**src/hdl/rclc_pkg.sv**
```systemverilog
`timescale 1ns / 1ps
`default_nettype none
package rclc_pkg;

    localparam int CAPACITY        = 256;
    localparam int TURNS           = 4;
    localparam int THRESHOLD_COUNT = 4;
    localparam int KEY_BITS        = 64;

    localparam int ENTRIES  = TURNS * CAPACITY;
    localparam int IDX_W    = (CAPACITY > 1) ? $clog2(CAPACITY) : 1;
    localparam int TURN_W   = (TURNS > 1) ? $clog2(TURNS) : 1;
    localparam int ADDR_W   = (ENTRIES > 1) ? $clog2(ENTRIES) : 1;
    localparam int OCC_W    = $clog2(CAPACITY + 1);
    localparam int COUNT_W  = 32;
    localparam int STAMP_W  = 48;
    localparam int WORD_W   = 1 + KEY_BITS + COUNT_W + STAMP_W;
    localparam int THR_USED = (THRESHOLD_COUNT < 4) ? THRESHOLD_COUNT : 4;
    localparam int DEFAULT_LIMIT = 256;

    typedef enum logic [1:0] {
        CMD_NOTE    = 2'd0,
        CMD_QUERY   = 2'd1,
        CMD_END     = 2'd2,
        CMD_CLR_ALL = 2'd3
    } cmd_t;

    localparam logic [2:0] REG_KEY_LIMIT = 3'd0;
    localparam logic [2:0] REG_THR_A     = 3'd1;
    localparam logic [2:0] REG_THR_B     = 3'd2;
    localparam logic [2:0] REG_THR_C     = 3'd3;
    localparam logic [2:0] REG_THR_D     = 3'd4;

    typedef struct packed {
        logic [8:0]       key_limit;
        logic [3:0][31:0] thr;
    } cfg_t;

    typedef struct packed {
        logic load;
        logic clr_start;
        logic scan_start;
        logic query_res;
        logic upd;
        logic evict;
        logic out_load;
    } dp_cmd_t;

    typedef struct packed {
        cmd_t cmd;
        logic key_ok;
        logic turn_ok;
        logic clr_busy;
        logic scan_done;
        logic over_limit;
        logic out_free;
    } dp_stat_t;

endpackage
`default_nettype wire

```
**src/hdl/rclc_ctrl.sv**
```systemverilog
`timescale 1ns / 1ps
`default_nettype none
module rclc_ctrl import rclc_pkg::*; (
    input  wire logic     aclk,
    input  wire logic     aresetn,
    input  wire logic     s_tvalid,
    output logic          s_tready,
    input  wire dp_stat_t st,
    output dp_cmd_t       ctl
);
    typedef enum logic [8:0] {
        ST_INIT   = 9'b000000001,
        ST_IDLE   = 9'b000000010,
        ST_DEC    = 9'b000000100,
        ST_CLR    = 9'b000001000,
        ST_SCAN   = 9'b000010000,
        ST_UPD    = 9'b000100000,
        ST_EVCHK  = 9'b001000000,
        ST_EVSCAN = 9'b010000000,
        ST_DONE   = 9'b100000000
    } state_t;

    state_t state_reg, state_next;

    assign s_tready = (state_reg == ST_IDLE);

    always_comb begin
        state_next = state_reg;
        ctl        = '0;
        ctl.load   = s_tvalid && s_tready;
        case (state_reg)
            ST_INIT: begin
                if (!st.clr_busy) begin
                    state_next = ST_IDLE;
                end
            end
            ST_IDLE: begin
                if (s_tvalid) begin
                    state_next = ST_DEC;
                end
            end
            ST_DEC: begin
                if (st.cmd == CMD_CLR_ALL || (st.cmd == CMD_END && st.turn_ok)) begin
                    ctl.clr_start = 1'b1;
                    state_next    = ST_CLR;
                end else if (st.cmd != CMD_END && st.key_ok) begin
                    ctl.scan_start = 1'b1;
                    state_next     = ST_SCAN;
                end else begin
                    state_next = ST_DONE;
                end
            end
            ST_CLR: begin
                if (!st.clr_busy) begin
                    state_next = ST_DONE;
                end
            end
            ST_SCAN: begin
                if (st.scan_done) begin
                    if (st.cmd == CMD_QUERY) begin
                        ctl.query_res = 1'b1;
                        state_next    = ST_DONE;
                    end else begin
                        state_next = ST_UPD;
                    end
                end
            end
            ST_UPD: begin
                ctl.upd    = 1'b1;
                state_next = ST_EVCHK;
            end
            ST_EVCHK: begin
                if (st.over_limit) begin
                    ctl.scan_start = 1'b1;
                    state_next     = ST_EVSCAN;
                end else begin
                    state_next = ST_DONE;
                end
            end
            ST_EVSCAN: begin
                // drop the oldest once the pass is over, then check again
                if (st.scan_done) begin
                    ctl.evict  = 1'b1;
                    state_next = ST_EVCHK;
                end
            end
            ST_DONE: begin
                if (st.out_free) begin
                    ctl.out_load = 1'b1;
                    state_next   = ST_IDLE;
                end
            end
            default: begin
                state_next = ST_INIT;
            end
        endcase
    end

    always_ff @(posedge aclk) begin
        if (!aresetn) begin
            state_reg <= ST_INIT;
        end else begin
            state_reg <= state_next;
        end
    end
endmodule
`default_nettype wire

```
**config.mk**
```make
export PLATFORM = sky130hd
export DESIGN_NAME = rclc_ctrl
export DESIGN_NICKNAME = d
export VERILOG_FILES = /design/src/hdl/rclc_pkg.sv /design/src/hdl/rclc_ctrl.sv
export SDC_FILE = /design/constraint.sdc
export NUM_CORES = 1
export LEC_CHECK = 0
export ABC_AREA = 1
export BUFFER_PORTS_ARGS = -buffer_cell sky130_fd_sc_hd__buf_4
export CAP_MARGIN = 10
export CORE_MARGIN = 1.5
export CORE_UTILIZATION = 29
export DETAILED_ROUTE_END_ITERATION = 7
export HOLD_SLACK_MARGIN = 0.02
export PLACE_DENSITY = 0.47
export SYNTH_ARGS = -nofsm -noshare
export SYNTH_HDL_FRONTEND = slang
export SYNTH_SLANG_ARGS = --single-unit
```
**constraint.sdc**
```tcl
create_clock -name aclk -period 1.65 [get_ports aclk]
set_clock_uncertainty 0.15 [all_clocks]
set_input_delay 0.33 -clock aclk [delete_from_list [all_inputs] [get_ports aclk]]
set_output_delay 0.33 -clock aclk [all_outputs]
set_load 0.02 [all_outputs]
```
# Word-level counts from Yosys, hierarchy flattened
# Cells that the tools add are included.
dict set report op_classes {
  n_eq_ne 19
  muxes 25
  n_reduce_logical 5
}
# cell n
set op_table {}
lappend op_table {{$mux 9} 10}
lappend op_table {{$pmux 9 s9} 1}
lappend op_table {{$ne 2x2->1 const B} 7}
lappend op_table {{$mux 1} 13}
lappend op_table {{$eq 9x1->1 const B} 1}
lappend op_table {{$eq 9x2->1 const B} 1}
lappend op_table {{$eq 9x3->1 const B} 1}
lappend op_table {{$eq 9x4->1 const B} 1}
lappend op_table {{$eq 9x5->1 const B} 1}
lappend op_table {{$eq 9x6->1 const B} 1}
lappend op_table {{$eq 9x7->1 const B} 1}
lappend op_table {{$eq 9x8->1 const B} 1}
lappend op_table {{$eq 9x9->1 const B} 1}
lappend op_table {{$reduce_and 6->1} 1}
lappend op_table {{$eq 2x2->1 const B} 2}
lappend op_table {{$logic_and 1x1->1} 3}
lappend op_table {{$eq 2x1->1 const B} 1}
lappend op_table {{$pmux 1 s2} 1}
lappend op_table {{$logic_or 1x1->1} 1}
dict set report word_totals {
  regBits 9
  input_bits 11
}

# Longest topological paths before layout
dict set report depth {
  ltp_word 5
  ltp_mapped 10
  ltp_nobuf 10
}

# Worst setup path after synthesis
# No wires, ideal clock.
dict set report synth_timing {
  path_kind {register to output}
  startpoint {reg state_reg[4]}
  endpoint {out ctl[6] in the netlist's numbering}
  arrival_ns 1.226
  path_slack_ns -0.056
  path_stages_with_launch 6
  n_path_buf 0
  cell_sequence {dfxtp_1 -> nor2_4 -> nand3_4 -> nor2_2 -> inv_2 -> nor2_1}
}
# item line_no
set synth_lines {}
lappend synth_lines {{from (decl)} rclc_ctrl.sv:23} ;# state_t state_reg, state_next;
lappend synth_lines {{from (signal assigned)} rclc_ctrl.sv:103} ;# state_reg <= state_next;
lappend synth_lines {{to (decl)} rclc_ctrl.sv:9} ;# output dp_cmd_t ctl

==> impl_metrics.json <==
{
  "outcome": "complete, but fails checks",
  "violations": "negative setup slack",
  "area_growth_syn_to_layout_pct": 65.8,
  "root_buffer": "clkbuf_4",
  "antenna_found_initial": 0,
  "drt_first_pass_iters": 4,
  "min_path_cells": 2,
  "path_clk_slew_ns": 0.08,
  "io_buffers": 18,
  "synthMuxAreaShare_pct": 0,
  "setup_viol": 13,
  "slew_headroom_pct": 71.4,
  "hold_viol_final": 0,
  "worstSetupEndpointType": "output port",
  "grt.total_usage_pct": 17.8,
  "min_from": "aresetn",
  "slew_viol_final": 0,
  "synth_seq_cells": 9,
  "worst_pin_slew_ns": 0.425,
  "fin_hold_ws_ns": 0.152,
  "io_pins": 19,
  "grt_pass1_vias": 852,
  "final.period_utilization_pct": 111,
  "slowest_stage": "dfxtp_2",
  "powerDensity_nw_per_um2": 1040,
  "grt_setup_unrepaired": "true",
  "grt_max_degree": 10,
  "grt_pass1_wl_microns": 3720,
  "rr_startpoint": "state_reg[7]",
  "critical-path-top-delay-family": "flip-flops",
  "power_leakage_nw": 0.650,
  "vias_per_cell": 4.81,
  "die_x_microns": 54.7,
  "nets": 186,
  "worst_slack_ns": -0.186,
  "ir_worst_vdd_mv": 0.591,
  "max_clock_freq_mhz": 545,
  "core_sq_um": 2500,
  "ff2ff_path_depth": 12,
  "cp.required_ns": 1.17,
  "synth-compound-area-share_pct": 6.77,
  "routedWlPerCell_microns": 12.4,
  "drtIter0Drc": 18,
  "diodes": 0,
  "gp_congestion": 0.861,
  "worstSetupPathType": "register to output port",
  "crit_fanout": 5,
  "avgSynthCellArea_sq_um": 6.06,
  "min_path_type": "input port to register",
  "syn_area_sq_um": 776,
  "clkLatencyLatePin_ns": 0.27,
  "maxCapViolations": 0,
  "synthSimpleGateAreaFrac_pct": 58.5,
  "cp_num_buf_inv": 2,
  "synthAdderAreaFrac_pct": 0,
  "r2r-end": "state_reg[3]",
  "cts_made_buffers": 3,
  "drc_errors": 0,
  "tritoncts": "done",
  "post-route-util_pct": 51.5,
  "synth_xor_area_share_pct": 0,
  "htree_levels": 1,
  "holdPathEnd": "state_reg[0]",
  "largest_register_ffs": 9,
  "synth-warning-count": 0,
  "max-clock-path-buffers": 2,
  "crit_top_cell": "nand2_2",
  "ctsHoldBuffers": 0,
  "clkSinkCount": 9,
  "yosys.cell_types.count": 19,
  "dp.final_hpwl_microns": 1690,
  "dpl_worst_slack_ns": 0.0337,
  "cp.arrival_ns": 1.36,
  "fin_setup_tns_ns": -1.28,
  "startpoint_type": "register",
  "synth_seq_area_share_pct": 23.2,
  "start_util_pct": 31.0,
  "die_area_sq_um": 2990,
  "dieHeight_microns": 54.7,
  "synth_top_family_by_area": "simple AND/OR/NAND/NOR gates",
  "num_vias": 981,
  "routed_wl_microns": 2520,
  "finalCriticalPeriod_ns": 1.84,
  "postRouteAntennaNets": 0,
  "row_count": 18,
  "max_stage_delay_ns": 0.35,
  "grt.overflow.total": 0,
  "drive_gt1_share_pct": 59.2,
  "synth.net_count": 139,
  "path_cells": "inv_1 > nand2_2 > nor2_4 > nand2_2 > o22ai_2 > buf_6",
  "rrSetupSlack_ns": -0.06,
  "synth_cells": 128
}
[layer usage]
metal / vias to the layer above / wire (microns) / global-route usage (%)
li1: 497 / - / -
met1: 452 / 1140 / 22.2
met2: 28 / 1250 / 30.2
met3: 4 / 97 / 3.28
met4: 0 / 32 / 6.25
met5: - / 0 / 0
[stage by stage]
step / instance area, sq um / total power, mW / instances
after floorplan: 783 / 0.744 / 128
after global placement: 1000 / 0.913 / 182
after detailed placement: 1000 / 0.907 / 182
after CTS: 1190 / 1.22 / 196
after global routing: 1290 / 1.43 / 204
final: 1290 / 1.33 / 204
[where the power goes]
| part | internal, mW | leakage, nW | switching (mW) | total (mW) |
|---|---|---|---|---|
| logic | 0.347 | 0.558 | 0.484 | 0.831 |
| clock network | 0.0937 | 0.0150 | 0.0956 | 0.189 |
| registers | 0.266 | 0.0767 | 0.0475 | 0.313 |
[area by class of cell]
type / count / area (sq um)
Tap cell: 30 / 37.5
Inverter: 23 / 93.8
Clock buffer: 4 / 26.3
Timing Repair Buffer: 41 / 319
Fill cell: 243 / 1210
Sequential cell: 9 / 191
Multi-Input combinational cell: 97 / 618
[worst max path at each step]
stage	start	to	slack, ns	cells past startpoint
after floorplan	state_reg[4]	ctl[6]	0.03	5
after global placement	state_reg[7]	state_reg[5]	0.04	9
after detailed placement	state_reg[4]	ctl[5]	0.03	6
after CTS	state_reg[1]	ctl[4]	-0.16	6
after global routing	state_reg[4]	ctl[4]	-0.25	6
final	state_reg[4]	ctl[4]	-0.19	6
[worst register-to-register path: stages, from the launching register on]
cell	delay [ns]
dfxtp_2	0.35
nor2_4	0.17
nand2_2	0.10
buf_4	0.14
buf_4	0.13
nor2_1	0.08
nand3_1	0.07
nand2_1	0.07
inv_2	0.07
nand3_4	0.12
nand2_1	0.07
nand2_1	0.06
nor2_1	0.03
[layout by cell type (no fill, tap or decap)]
| master | netlist | final |
|---|---|---|
| inv_1 | 14 | 13 |
| nor3_1 | 4 | 2 |
| nor2_2 | 7 | 5 |
| o21ai_0 | 1 | 1 |
| nand3_2 | 3 | 8 |
| a21oi_1 | 3 | 2 |
| nor2_4 | 2 | 8 |
| a21oi_2 | 0 | 1 |
| o22ai_2 | 0 | 1 |
| nor2_1 | 27 | 23 |
| dfxtp_2 | 0 | 9 |
| clkinv_4 | 0 | 1 |
| nand2_4 | 0 | 1 |
| inv_2 | 8 | 8 |
| buf_6 | 0 | 3 |
| nand3_1 | 15 | 11 |
| o21ai_2 | 3 | 3 |
| clkbuf_4 | 0 | 3 |
| inv_4 | 1 | 1 |
| nor3_2 | 1 | 2 |
| nand2_2 | 5 | 8 |
| nand2_1 | 21 | 17 |
| nor3_4 | 0 | 1 |
| clkbuf_1 | 0 | 1 |
| nand3_4 | 2 | 2 |
| nor2b_1 | 1 | 1 |
| buf_4 | 0 | 38 |
[cells by family after synthesis]
group                  after synthesis
buffers and inverters               23
AO/OA/AOI/OAI                        8
flip-flops                           9
AND/OR/NAND/NOR                     88
[synthesized netlist by cell type (all sizes together)]
| cell type | n | area [sq um] |
|---|---|---|
| o22ai | 1 | 6.26 |
| inv | 23 | 88.8 |
| nor2 | 36 | 168 |
| nor2b | 1 | 6.26 |
| o21ai | 4 | 31.3 |
| nand2 | 26 | 110 |
| a21oi | 3 | 15.0 |
| dfxtp | 9 | 180 |
| nor3 | 5 | 30.0 |
| nand3 | 20 | 140 |
[what timing repair did]
item / 4_1_cts / 5_1_grt
endpoints found under the setup margin: 8 / 13
pin swaps: 12 / 7
buffers inserted: 10 / 7
cloned: 0 / 1
hold endpoints to repair: 0 / 0
resized for setup: 27 / 10
(Power assumes the default switching activity.)
